### config.mk
export PLATFORM = sky130hd
export DESIGN_NAME = min_heap_timer_queue
export DESIGN_NICKNAME = d
export VERILOG_FILES = /design/src/hw/rtl/mhtq_pkg.sv /design/src/hw/rtl/min_heap_timer_queue.sv
export SDC_FILE = /design/constraint.sdc
export NUM_CORES = 2
export LEC_CHECK = 0
export BUFFER_PORTS_ARGS = -buffer_cell sky130_fd_sc_hd__buf_4
export CORE_AREA = 5 5 445 622
export CTS_BUF_LIST = sky130_fd_sc_hd__clkbuf_8
export CTS_CLUSTER_SIZE = 16
export DETAILED_ROUTE_END_ITERATION = 16
export DIE_AREA = 0 0 450 627
export PLACE_DENSITY = 0.7
export SLEW_MARGIN = 40
export SYNTH_ARGS = -nofsm -noshare
export SYNTH_HDL_FRONTEND = slang
export SYNTH_SLANG_ARGS = --single-unit
### constraint.sdc
create_clock -name i_clk -period 21.4 [get_ports i_clk]
set_input_delay 3.21 -clock i_clk [delete_from_list [all_inputs] [get_ports i_clk]]
set_output_delay 3.21 -clock i_clk [all_outputs]
set_load 0.02 [all_outputs]
### src/hw/rtl/mhtq_pkg.sv
package mhtq_pkg;

    // Field widths fixed by the request and result formats.
    localparam int ACTION_W = 2;
    localparam int ID_W     = 16;
    localparam int TIME_W   = 32;
    localparam int STATUS_W = 3;

    // Defaults for the top level parameters.
    localparam int CAPACITY_DEF  = 64;
    localparam int ID_BITS_DEF   = 16;
    localparam int TIME_BITS_DEF = 32;

    typedef enum logic [ACTION_W-1:0] {
        ACT_INSERT = 2'd0,
        ACT_TICK   = 2'd1,
        ACT_CANCEL = 2'd2,
        ACT_POP    = 2'd3
    } t_action;

    typedef enum logic [STATUS_W-1:0] {
        ST_OK        = 3'd0,
        ST_FIRED     = 3'd1,
        ST_FULL      = 3'd2,
        ST_EMPTY     = 3'd3,
        ST_NOT_FOUND = 3'd4,
        ST_NONE_DUE  = 3'd5
    } t_status;

    typedef enum logic [4:0] {
        S_IDLE,
        S_INS,
        S_IU_CHK,
        S_IU_CMP,
        S_TK_RD,
        S_TK_CMP,
        S_TK_END,
        S_CN_RD,
        S_CN_CHK,
        S_POP,
        S_POP_RD,
        S_RM_START,
        S_RM_LAST,
        S_SD_CHK,
        S_SD_L,
        S_SD_R,
        S_SD_CMP,
        S_DONE
    } t_state;

endpackage

### src/hw/rtl/min_heap_timer_queue.sv
// The sequencer makes at most one heap store access per cycle and uses the one shared compare
// unit; a held result stalls it.
// Throughput: one request at a time; the next is taken once the sequencer is idle.
// Reset (synchronous, active low) empties the queue and drops any result held for output.
module min_heap_timer_queue #(
    parameter int CAPACITY  = mhtq_pkg::CAPACITY_DEF,
    parameter int ID_BITS   = mhtq_pkg::ID_BITS_DEF,
    parameter int TIME_BITS = mhtq_pkg::TIME_BITS_DEF
) (
    input  logic                          i_clk,
    input  logic                          i_rst_n,
    // Request channel.
    input  logic                          i_valid,
    output logic                          o_ready,
    input  logic [mhtq_pkg::ACTION_W-1:0] i_action,
    input  logic [mhtq_pkg::ID_W-1:0]     i_timer_id,
    input  logic [mhtq_pkg::TIME_W-1:0]   i_expire_time,
    input  logic [mhtq_pkg::TIME_W-1:0]   i_now,
    // Result channel.
    output logic                          o_valid,
    input  logic                          i_ready,
    output logic [mhtq_pkg::STATUS_W-1:0] o_status,
    output logic [mhtq_pkg::ID_W-1:0]     o_result_id,
    output logic                          o_last
);

    // Address width of the heap store and width of the entry count.
    localparam int AW  = $clog2(CAPACITY);
    localparam int CW  = $clog2(CAPACITY + 1);
    // Child index 2*pos+2 can reach 2*CAPACITY, so it gets two extra bits.
    localparam int CXW = AW + 2;
    // A heap entry is {expiry, id, cancelled}.
    localparam int ENTRY_W = TIME_BITS + ID_BITS + 1;
    // Widths wide enough for both a port field and the internal field.
    localparam int IDX_W = (ID_BITS > mhtq_pkg::ID_W) ? ID_BITS : mhtq_pkg::ID_W;
    localparam int TX_W  = (TIME_BITS > mhtq_pkg::TIME_W) ? TIME_BITS : mhtq_pkg::TIME_W;

    mhtq_pkg::t_state  r_state;
    mhtq_pkg::t_state  n_state;
    mhtq_pkg::t_action r_op;

    logic [CW-1:0]        r_count;
    logic [AW-1:0]        r_pos;
    logic [AW-1:0]        r_cidx;
    logic [CW-1:0]        r_idx;
    logic [ID_BITS-1:0]   r_id;
    logic [TIME_BITS-1:0] r_time;
    logic [ENTRY_W-1:0]   r_mov;
    logic [ENTRY_W-1:0]   r_child;
    logic [ENTRY_W-1:0]   r_rd_data;
    logic                 r_found;
    logic                 r_pend_valid;
    logic [ID_BITS-1:0]   r_pend_id;
    mhtq_pkg::t_status    r_fin_status;
    logic [ID_BITS-1:0]   r_fin_id;

    // Output register.
    logic                          r_out_valid;
    logic [mhtq_pkg::STATUS_W-1:0] r_out_status;
    logic [mhtq_pkg::ID_W-1:0]     r_out_id;
    logic                          r_out_last;

    // Heap store: one write port and one registered read port.
    logic [ENTRY_W-1:0] mem [CAPACITY];

    logic               w_re;
    logic [AW-1:0]      w_rd_addr;
    logic               w_we;
    logic [AW-1:0]      w_wr_addr;
    logic [ENTRY_W-1:0] w_wr_data;

    // Fields of the last entry read.
    logic [TIME_BITS-1:0] w_rd_exp;
    logic [ID_BITS-1:0]   w_rd_id;
    logic                 w_rd_canc;

    // Request fields narrowed or widened to the internal widths.
    logic [IDX_W-1:0]     w_in_id_ext;
    logic [TX_W-1:0]      w_in_exp_ext;
    logic [TX_W-1:0]      w_in_now_ext;
    logic [TIME_BITS-1:0] w_in_time;

    // Heap index arithmetic.
    logic [CXW-1:0] w_c;
    logic [CXW-1:0] w_c1;
    logic [CXW-1:0] w_count_x;
    logic           w_has_left;
    logic           w_has_right;
    logic [AW-1:0]  w_par;

    // The one shared magnitude comparator: w_gt = a > b.
    logic [TIME_BITS-1:0] w_cmp_a;
    logic [TIME_BITS-1:0] w_cmp_b;
    logic                 w_gt;

    logic               w_accept;
    logic               w_out_free;
    logic               w_emit;
    mhtq_pkg::t_status  w_emit_status;
    logic [ID_BITS-1:0] w_emit_id;
    logic [IDX_W-1:0]   w_emit_id_ext;
    logic               w_emit_last;
    logic               w_tk_due;
    logic               w_tk_stall;
    logic               w_id_match;
    logic [ENTRY_W-1:0] w_new_entry;
    mhtq_pkg::t_state   w_rm_ret;

    assign w_rd_exp  = r_rd_data[ENTRY_W-1 -: TIME_BITS];
    assign w_rd_id   = r_rd_data[ID_BITS:1];
    assign w_rd_canc = r_rd_data[0];

    assign w_in_id_ext  = IDX_W'(i_timer_id);
    assign w_in_exp_ext = TX_W'(i_expire_time);
    assign w_in_now_ext = TX_W'(i_now);
    assign w_in_time = (mhtq_pkg::t_action'(i_action) == mhtq_pkg::ACT_TICK)
                     ? w_in_now_ext[TIME_BITS-1:0] : w_in_exp_ext[TIME_BITS-1:0];

    assign w_c         = CXW'({r_pos, 1'b1});
    assign w_c1        = w_c + CXW'(1);
    assign w_count_x   = CXW'(r_count);
    assign w_has_left  = (w_c < w_count_x);
    assign w_has_right = (w_c1 < w_count_x);
    assign w_par       = AW'((r_pos - AW'(1)) >> 1);

    assign w_gt = (w_cmp_a > w_cmp_b);

    assign w_accept   = i_valid && o_ready;
    assign w_out_free = !r_out_valid || i_ready;
    assign w_tk_due   = !w_gt;
    assign w_tk_stall = w_tk_due && !w_rd_canc && r_pend_valid && !w_out_free;
    assign w_id_match = (w_rd_id == r_id);
    assign w_new_entry = {r_time, r_id, 1'b0};
    // After a root removal a tick looks at the new root; a pop reports.
    assign w_rm_ret = (r_op == mhtq_pkg::ACT_TICK) ? mhtq_pkg::S_TK_RD : mhtq_pkg::S_DONE;

    assign o_ready = (r_state == mhtq_pkg::S_IDLE);

    // Next state.
    always_comb begin
        n_state = r_state;
        unique case (r_state)
            mhtq_pkg::S_IDLE: begin
                if (w_accept) begin
                    unique case (mhtq_pkg::t_action'(i_action))
                        mhtq_pkg::ACT_INSERT: n_state = mhtq_pkg::S_INS;
                        mhtq_pkg::ACT_TICK:   n_state = mhtq_pkg::S_TK_RD;
                        mhtq_pkg::ACT_CANCEL: n_state = mhtq_pkg::S_CN_RD;
                        mhtq_pkg::ACT_POP:    n_state = mhtq_pkg::S_POP;
                        default:              n_state = mhtq_pkg::S_IDLE;
                    endcase
                end
            end
            mhtq_pkg::S_INS: begin
                n_state = (r_count >= CW'(CAPACITY)) ? mhtq_pkg::S_DONE : mhtq_pkg::S_IU_CHK;
            end
            mhtq_pkg::S_IU_CHK: begin
                n_state = (r_pos == '0) ? mhtq_pkg::S_DONE : mhtq_pkg::S_IU_CMP;
            end
            mhtq_pkg::S_IU_CMP: begin
                n_state = w_gt ? mhtq_pkg::S_IU_CHK : mhtq_pkg::S_DONE;
            end
            mhtq_pkg::S_TK_RD: begin
                n_state = (r_count == '0) ? mhtq_pkg::S_TK_END : mhtq_pkg::S_TK_CMP;
            end
            mhtq_pkg::S_TK_CMP: begin
                if (!w_tk_due) begin
                    n_state = mhtq_pkg::S_TK_END;
                end else if (!w_tk_stall) begin
                    n_state = mhtq_pkg::S_RM_START;
                end
            end
            mhtq_pkg::S_TK_END: n_state = mhtq_pkg::S_DONE;
            mhtq_pkg::S_CN_RD: begin
                n_state = (r_idx < r_count) ? mhtq_pkg::S_CN_CHK : mhtq_pkg::S_DONE;
            end
            mhtq_pkg::S_CN_CHK: n_state = mhtq_pkg::S_CN_RD;
            mhtq_pkg::S_POP: begin
                n_state = (r_count == '0) ? mhtq_pkg::S_DONE : mhtq_pkg::S_POP_RD;
            end
            mhtq_pkg::S_POP_RD: n_state = mhtq_pkg::S_RM_START;
            mhtq_pkg::S_RM_START: begin
                n_state = (r_count == CW'(1)) ? w_rm_ret : mhtq_pkg::S_RM_LAST;
            end
            mhtq_pkg::S_RM_LAST: n_state = mhtq_pkg::S_SD_CHK;
            mhtq_pkg::S_SD_CHK: begin
                n_state = w_has_left ? mhtq_pkg::S_SD_L : w_rm_ret;
            end
            mhtq_pkg::S_SD_L: begin
                n_state = w_has_right ? mhtq_pkg::S_SD_R : mhtq_pkg::S_SD_CMP;
            end
            mhtq_pkg::S_SD_R: n_state = mhtq_pkg::S_SD_CMP;
            mhtq_pkg::S_SD_CMP: begin
                n_state = w_gt ? mhtq_pkg::S_SD_CHK : w_rm_ret;
            end
            mhtq_pkg::S_DONE: begin
                if (w_out_free) begin
                    n_state = mhtq_pkg::S_IDLE;
                end
            end
            default: n_state = mhtq_pkg::S_IDLE;
        endcase
    end

    // Memory ports, comparator operands and result emission.
    always_comb begin
        w_re          = 1'b0;
        w_rd_addr     = '0;
        w_we          = 1'b0;
        w_wr_addr     = r_pos;
        w_wr_data     = w_new_entry;
        w_cmp_a       = w_rd_exp;
        w_cmp_b       = r_time;
        w_emit        = 1'b0;
        w_emit_status = r_fin_status;
        w_emit_id     = r_fin_id;
        w_emit_last   = 1'b1;
        unique case (r_state)
            mhtq_pkg::S_IU_CHK: begin
                if (r_pos == '0) begin
                    w_we = 1'b1;
                end else begin
                    w_re      = 1'b1;
                    w_rd_addr = w_par;
                end
            end
            mhtq_pkg::S_IU_CMP: begin
                // Parent later than the new timer moves down one level.
                w_we      = 1'b1;
                w_wr_data = w_gt ? r_rd_data : w_new_entry;
            end
            mhtq_pkg::S_TK_RD, mhtq_pkg::S_POP: begin
                w_re      = (r_count != '0);
                w_rd_addr = '0;
            end
            mhtq_pkg::S_TK_CMP: begin
                // A newer live expiry pushes out the one held back.
                if (w_tk_due && !w_rd_canc && r_pend_valid && w_out_free) begin
                    w_emit        = 1'b1;
                    w_emit_status = mhtq_pkg::ST_FIRED;
                    w_emit_id     = r_pend_id;
                    w_emit_last   = 1'b0;
                end
            end
            mhtq_pkg::S_CN_RD: begin
                w_re      = (r_idx < r_count);
                w_rd_addr = r_idx[AW-1:0];
            end
            mhtq_pkg::S_CN_CHK: begin
                w_we      = w_id_match;
                w_wr_addr = AW'(r_idx);
                w_wr_data = {r_rd_data[ENTRY_W-1:1], 1'b1};
            end
            mhtq_pkg::S_RM_START: begin
                w_re      = (r_count != CW'(1));
                w_rd_addr = AW'(r_count - CW'(1));
            end
            mhtq_pkg::S_SD_CHK: begin
                if (w_has_left) begin
                    w_re      = 1'b1;
                    w_rd_addr = w_c[AW-1:0];
                end else begin
                    w_we      = 1'b1;
                    w_wr_data = r_mov;
                end
            end
            mhtq_pkg::S_SD_L: begin
                w_re      = w_has_right;
                w_rd_addr = w_c1[AW-1:0];
            end
            mhtq_pkg::S_SD_R: begin
                w_cmp_a = r_child[ENTRY_W-1 -: TIME_BITS];
                w_cmp_b = w_rd_exp;
            end
            mhtq_pkg::S_SD_CMP: begin
                w_cmp_a   = r_mov[ENTRY_W-1 -: TIME_BITS];
                w_cmp_b   = r_child[ENTRY_W-1 -: TIME_BITS];
                w_we      = 1'b1;
                w_wr_data = w_gt ? r_child : r_mov;
            end
            mhtq_pkg::S_DONE: begin
                w_emit = w_out_free;
            end
            default: begin
            end
        endcase
    end

    assign w_emit_id_ext = IDX_W'(w_emit_id);

    // Heap store.
    always_ff @(posedge i_clk) begin
        if (w_we) begin
            mem[w_wr_addr] <= w_wr_data;
        end
        if (w_re) begin
            r_rd_data <= mem[w_rd_addr];
        end
    end

    // Control registers.
    always_ff @(posedge i_clk) begin
        if (!i_rst_n) begin
            r_state     <= mhtq_pkg::S_IDLE;
            r_count     <= '0;
            r_out_valid <= 1'b0;
        end else begin
            r_state <= n_state;
            if (r_state == mhtq_pkg::S_INS && r_count < CW'(CAPACITY)) begin
                r_count <= r_count + CW'(1);
            end else if (r_state == mhtq_pkg::S_RM_START) begin
                r_count <= r_count - CW'(1);
            end
            if (w_emit) begin
                r_out_valid <= 1'b1;
            end else if (i_ready) begin
                r_out_valid <= 1'b0;
            end
        end
    end

    // Datapath registers.
    always_ff @(posedge i_clk) begin
        if (w_emit) begin
            r_out_status <= w_emit_status;
            r_out_id     <= w_emit_id_ext[mhtq_pkg::ID_W-1:0];
            r_out_last   <= w_emit_last;
        end
        unique case (r_state)
            mhtq_pkg::S_IDLE: begin
                if (w_accept) begin
                    r_op         <= mhtq_pkg::t_action'(i_action);
                    r_id         <= w_in_id_ext[ID_BITS-1:0];
                    r_time       <= w_in_time;
                    r_idx        <= '0;
                    r_found      <= 1'b0;
                    r_pend_valid <= 1'b0;
                    r_fin_id     <= '0;
                end
            end
            mhtq_pkg::S_INS: begin
                if (r_count >= CW'(CAPACITY)) begin
                    r_fin_status <= mhtq_pkg::ST_FULL;
                end else begin
                    r_pos <= AW'(r_count);
                end
            end
            mhtq_pkg::S_IU_CHK: begin
                r_fin_status <= mhtq_pkg::ST_OK;
            end
            mhtq_pkg::S_IU_CMP: begin
                if (w_gt) begin
                    r_pos <= w_par;
                end
            end
            mhtq_pkg::S_TK_CMP: begin
                if (w_tk_due && !w_tk_stall && !w_rd_canc) begin
                    r_pend_valid <= 1'b1;
                    r_pend_id    <= w_rd_id;
                end
            end
            mhtq_pkg::S_TK_END: begin
                if (r_pend_valid) begin
                    r_fin_status <= mhtq_pkg::ST_FIRED;
                    r_fin_id     <= r_pend_id;
                end else begin
                    r_fin_status <= mhtq_pkg::ST_NONE_DUE;
                end
            end
            mhtq_pkg::S_CN_RD: begin
                r_fin_status <= r_found ? mhtq_pkg::ST_OK : mhtq_pkg::ST_NOT_FOUND;
            end
            mhtq_pkg::S_CN_CHK: begin
                r_found <= r_found || w_id_match;
                r_idx   <= r_idx + CW'(1);
            end
            mhtq_pkg::S_POP: begin
                r_fin_status <= (r_count == '0) ? mhtq_pkg::ST_EMPTY : mhtq_pkg::ST_OK;
            end
            mhtq_pkg::S_POP_RD: begin
                r_fin_id <= w_rd_id;
            end
            mhtq_pkg::S_RM_LAST: begin
                // The last entry becomes the hole at the root and sifts down.
                r_mov <= r_rd_data;
                r_pos <= '0;
            end
            mhtq_pkg::S_SD_L: begin
                r_child <= r_rd_data;
                r_cidx  <= w_c[AW-1:0];
            end
            mhtq_pkg::S_SD_R: begin
                // Ties keep the left child.
                if (w_gt) begin
                    r_child <= r_rd_data;
                    r_cidx  <= w_c1[AW-1:0];
                end
            end
            mhtq_pkg::S_SD_CMP: begin
                if (w_gt) begin
                    r_pos <= r_cidx;
                end
            end
            default: begin
            end
        endcase
    end

    assign o_valid     = r_out_valid;
    assign o_status    = r_out_status;
    assign o_result_id = r_out_id;
    assign o_last      = r_out_last;

endmodule

==> qor.yml <==
timing:
  rsz0062_at_grt: "false"
  hold_ws_ps: 509.1
  final_hold_viol_count: 0
  finalCritPeriodShare_pct: 35.61
  skew_ps: 92.59
  slew-limit-headroom_pct: 34.72
  slew_violations: 0
  fmax_mhz: 131.2
  setup-violations-final: 0
  layout_min_cycle_time_ps: 7621
  finalSetupTns_ps: 0
  worst_slew_pin_slew_ps: 979.2
setup_path:
  slowest_delay_ps: 760
  cpMostUsedCell: "buf_4"
  crit_path_end_kind: "flip-flop"
  crit_chain: "and2b_1 -> nand2_1 -> nor2_4 -> buf_4 -> nor2_4 -> buf_4 -> a21oi_1 -> ha_1 -> nand4_1 -> or4_1 -> nor4_1 -> nor2_1 -> o31a_1 -> o31ai_4 -> buf_4 -> a22oi_1 -> o211ai_1 -> buf_4"
  cp.required_ps: 22120
  cpMaxStageDelayCell: "o31ai_4"
  cp_max_fo: 64
  critPathBufInv: 4
  worstSetupStartpointType: "flip-flop"
  worstPathArrival_ps: 8340
  critPathLaunch: "r_state[4]$_SDFFE_PN0P_"
  critPathKind: "flip-flop to flip-flop"
  r2r_start: "r_state[4]$_SDFFE_PN0P_"
  path_delay_family: "buffers and inverters"
global_route:
  track_usage_pct: 29.41
  antenna_found_initial: 17
  grt_pass1_wl_um: 586600
  grt_pass1_vias: 77204
  grt-ovfl-total: 0
  grt_max_degree: 173
placed_design:
  numPortBuffers: 107
  place_hpwl_um: 223500
  routabilityCongestion: 0.9181
status:
  outcome: "completed"
finish:
  final_nets: 8052
  area_delta_synth_final_pct: 11.93
  mostFrequentLayoutCell: "edfxtp_1"
  drive_above_1_share_pct: 18.76
  mostFrequentLayoutCells: "3,409 x edfxtp_1, 863 x a22oi_1, 639 x a21oi_1"
  fillCellCount: 20115
die:
  num_rows: 226
  die_width_um: 450
  io_pins: 108
  initial_core_util_pct: 49.73
  die_area_um2: 282200
  fp.dieH_um: 627
  coreArea_um2: 270300
clock_network:
  clockBufferDepth: 4
  clock_sinks: 3422
  cts-buffers-inserted: 464
  clock_latency_ps: 1080
  path_clk_slew_ps: 70
  hold_buffers: 0
  post_cts_resized: 0
  cts-root-buf: "clkbuf_8"
  htree_levels: 5
  cts_setup_buffers: 0
  cts_tree: "yes"
synthesis:
  synth_warnings: 0
  yosys.area_share.simple_pct: 2.906
  synth_area_leaders: "edfxtp_1 76%, mux4_2 6.6%, a22oi_1 4.8%, mux2i_1 2.9%, a21oi_1 2.4%"
  synth_compound_area_share_pct: 8.270
  synth-edff-count: 3409
  syn_nets: 7659
  async_flop_share_pct: 0
  synth_top_cell_area_share_pct: 76.14
  synth_seq_cells: 3422
  synthXorXnorAreaFrac_pct: 0.2606
  synth.mux.area_fraction_pct: 9.915
  yosysUniqueCellTypes: 69
  synthAdderAreaFrac_pct: 0.5584
  synth_flop_cell: "edfxtp_1"
  synth_cells: 7513
  yosysSeqAreaShare_pct: 76.34
  synth.avg_cell_area_um2: 17.89
  synth_top_family_by_area: "multiplexers"
  synth_area_leader_cell: "edfxtp_1"
  syn_area_um2: 134400
pwr:
  power_density_nw_per_um2: 121.1
  vdd_drop_max_mv: 0.1032
  p_leak_nw: 46.99
drt:
  initialDrtViolationCount: 13037
  drc: 0
  vias: 80184
  finalWirelength_um: 423500
  dr.pass1.iters: 8
  vias_per_cell: 6.780
  detail-route-antenna-nets: 0
  wl_per_cell_um: 35.81
flow_run:
  maxCapViolCount: 0
hold_path:
  holdCritPathClass: "flip-flop to flip-flop"
  min_from: "r_rd_data[20]$_DFFE_PP_"
[area by class of cell]
| class | count | area [µm²] | share of cell area (%) |
|---|---|---|---|
| Sequential cell | 3422 | 102600 | 68.20 |
| Clock buffer | 473 | 6510 | 4.326 |
| Clock inverter | 370 | 2323 | 1.544 |
| Timing Repair Buffer | 412 | 4134 | 2.747 |
| Tap cell | 3534 | 4422 | 2.938 |
| Multi-Input combinational cell | 3540 | 30190 | 20.06 |
| Inverter | 66 | 247.7 | 0.1646 |
| Antenna cell | 9 | 22.52 | 0.01497 |
[sequential cells by signal, summed over array words and instances (netlist names), 16 cells and up]
register     flops
mem           3136
o_result_id     16
r_child         49
r_fin_id        16
r_id            16
r_mov           49
r_pend_id       16
r_rd_data       49
r_time          32
[path summary, 6_finish.rpt]
path | end | slack [ps] | depth (start not counted)
worst min register to register | r_child[20]$_DFFE_PP_ | 510 | 0
worst min-delay path | r_child[20]$_DFFE_PP_ | 510 | 0
worst max register to register | mem[25][44]$_DFFE_PP_ | 13780 | 18
worst max-delay path | mem[25][44]$_DFFE_PP_ | 13780 | 18
[worst register-to-register path: stages, from the launching register on]
cell	delay (ps)
dfxtp_1	680
and2b_1	300
nand2_1	180
nor2_4	50
buf_4	240
nor2_4	170
buf_4	650
a21oi_1	260
ha_1	360
nand4_1	140
or4_1	750
nor4_1	500
nor2_1	110
o31a_1	210
o31ai_4	760
buf_4	740
a22oi_1	300
o211ai_1	280
buf_4	550
[report_power, final]
part           switching (mW)  internal [mW]  leakage, nW
Combinational            3.04           1.39         11.2
Clock                    2.46           2.38         4.95
Sequential              0.212           8.76         30.9
Total                    5.71           12.5         47.0
[metrics by stage]
step	power, mW	std cells	util, %	instance area [µm²]	worst slack, ps
after floorplan	11.99	7513	-	134400	13740
after global placement	13.24	10927	51.90	140300	14220
after detailed placement	13.42	10969	52.34	141500	14160
after CTS	18.14	11812	55.61	150300	14120
after global routing	18.84	11819	55.66	150500	13600
final	18.23	11826	55.67	150500	13780
[metal layers]
layer	routed length, µm	GRT usage [%]	part of all wire (%)	vias up
met5	47	0	0.011	-
met4	30750	17.52	7.3	8
met3	59000	7.173	14	1596
met2	195600	46.29	46	6777
met1	138100	37.40	33	40467
li1	-	-	-	31336
[logic make-up (layout without fill, tap and decap cells)]
logic type	count (synthesis)	count (layout)
muxes	833	833
and+or+nand+nor	906	906
adders and majority gates	60	60
buffers and inverters	551	1321
xor gates and xnor gates	40	40
AOI/OAI and AO/OA	1701	1701
other	0	9
DFF	3422	3422
[Yosys cell counts, types with 11 or more instances]
cell type / n
edfxtp_1: 3409
a22oi_1: 863
a21oi_1: 642
nand2_1: 608
mux4_2: 394
mux2i_1: 390
clkbuf_1: 308
nor2_1: 120
buf_2: 107
inv_1: 65
ha_1: 60
or4_1: 50
o211ai_1: 48
o21ai_0: 46
buf_1: 44
mux2_2: 33
xnor2_1: 29
nand3_1: 26
a22o_1: 20
a21o_1: 17
nor3_1: 17
mux2_1: 16
nand4_1: 16
buf_6: 15
dfxtp_1: 13
buf_4: 11
xor2_1: 11
Note: power is estimated with default switching activity, not from simulation.
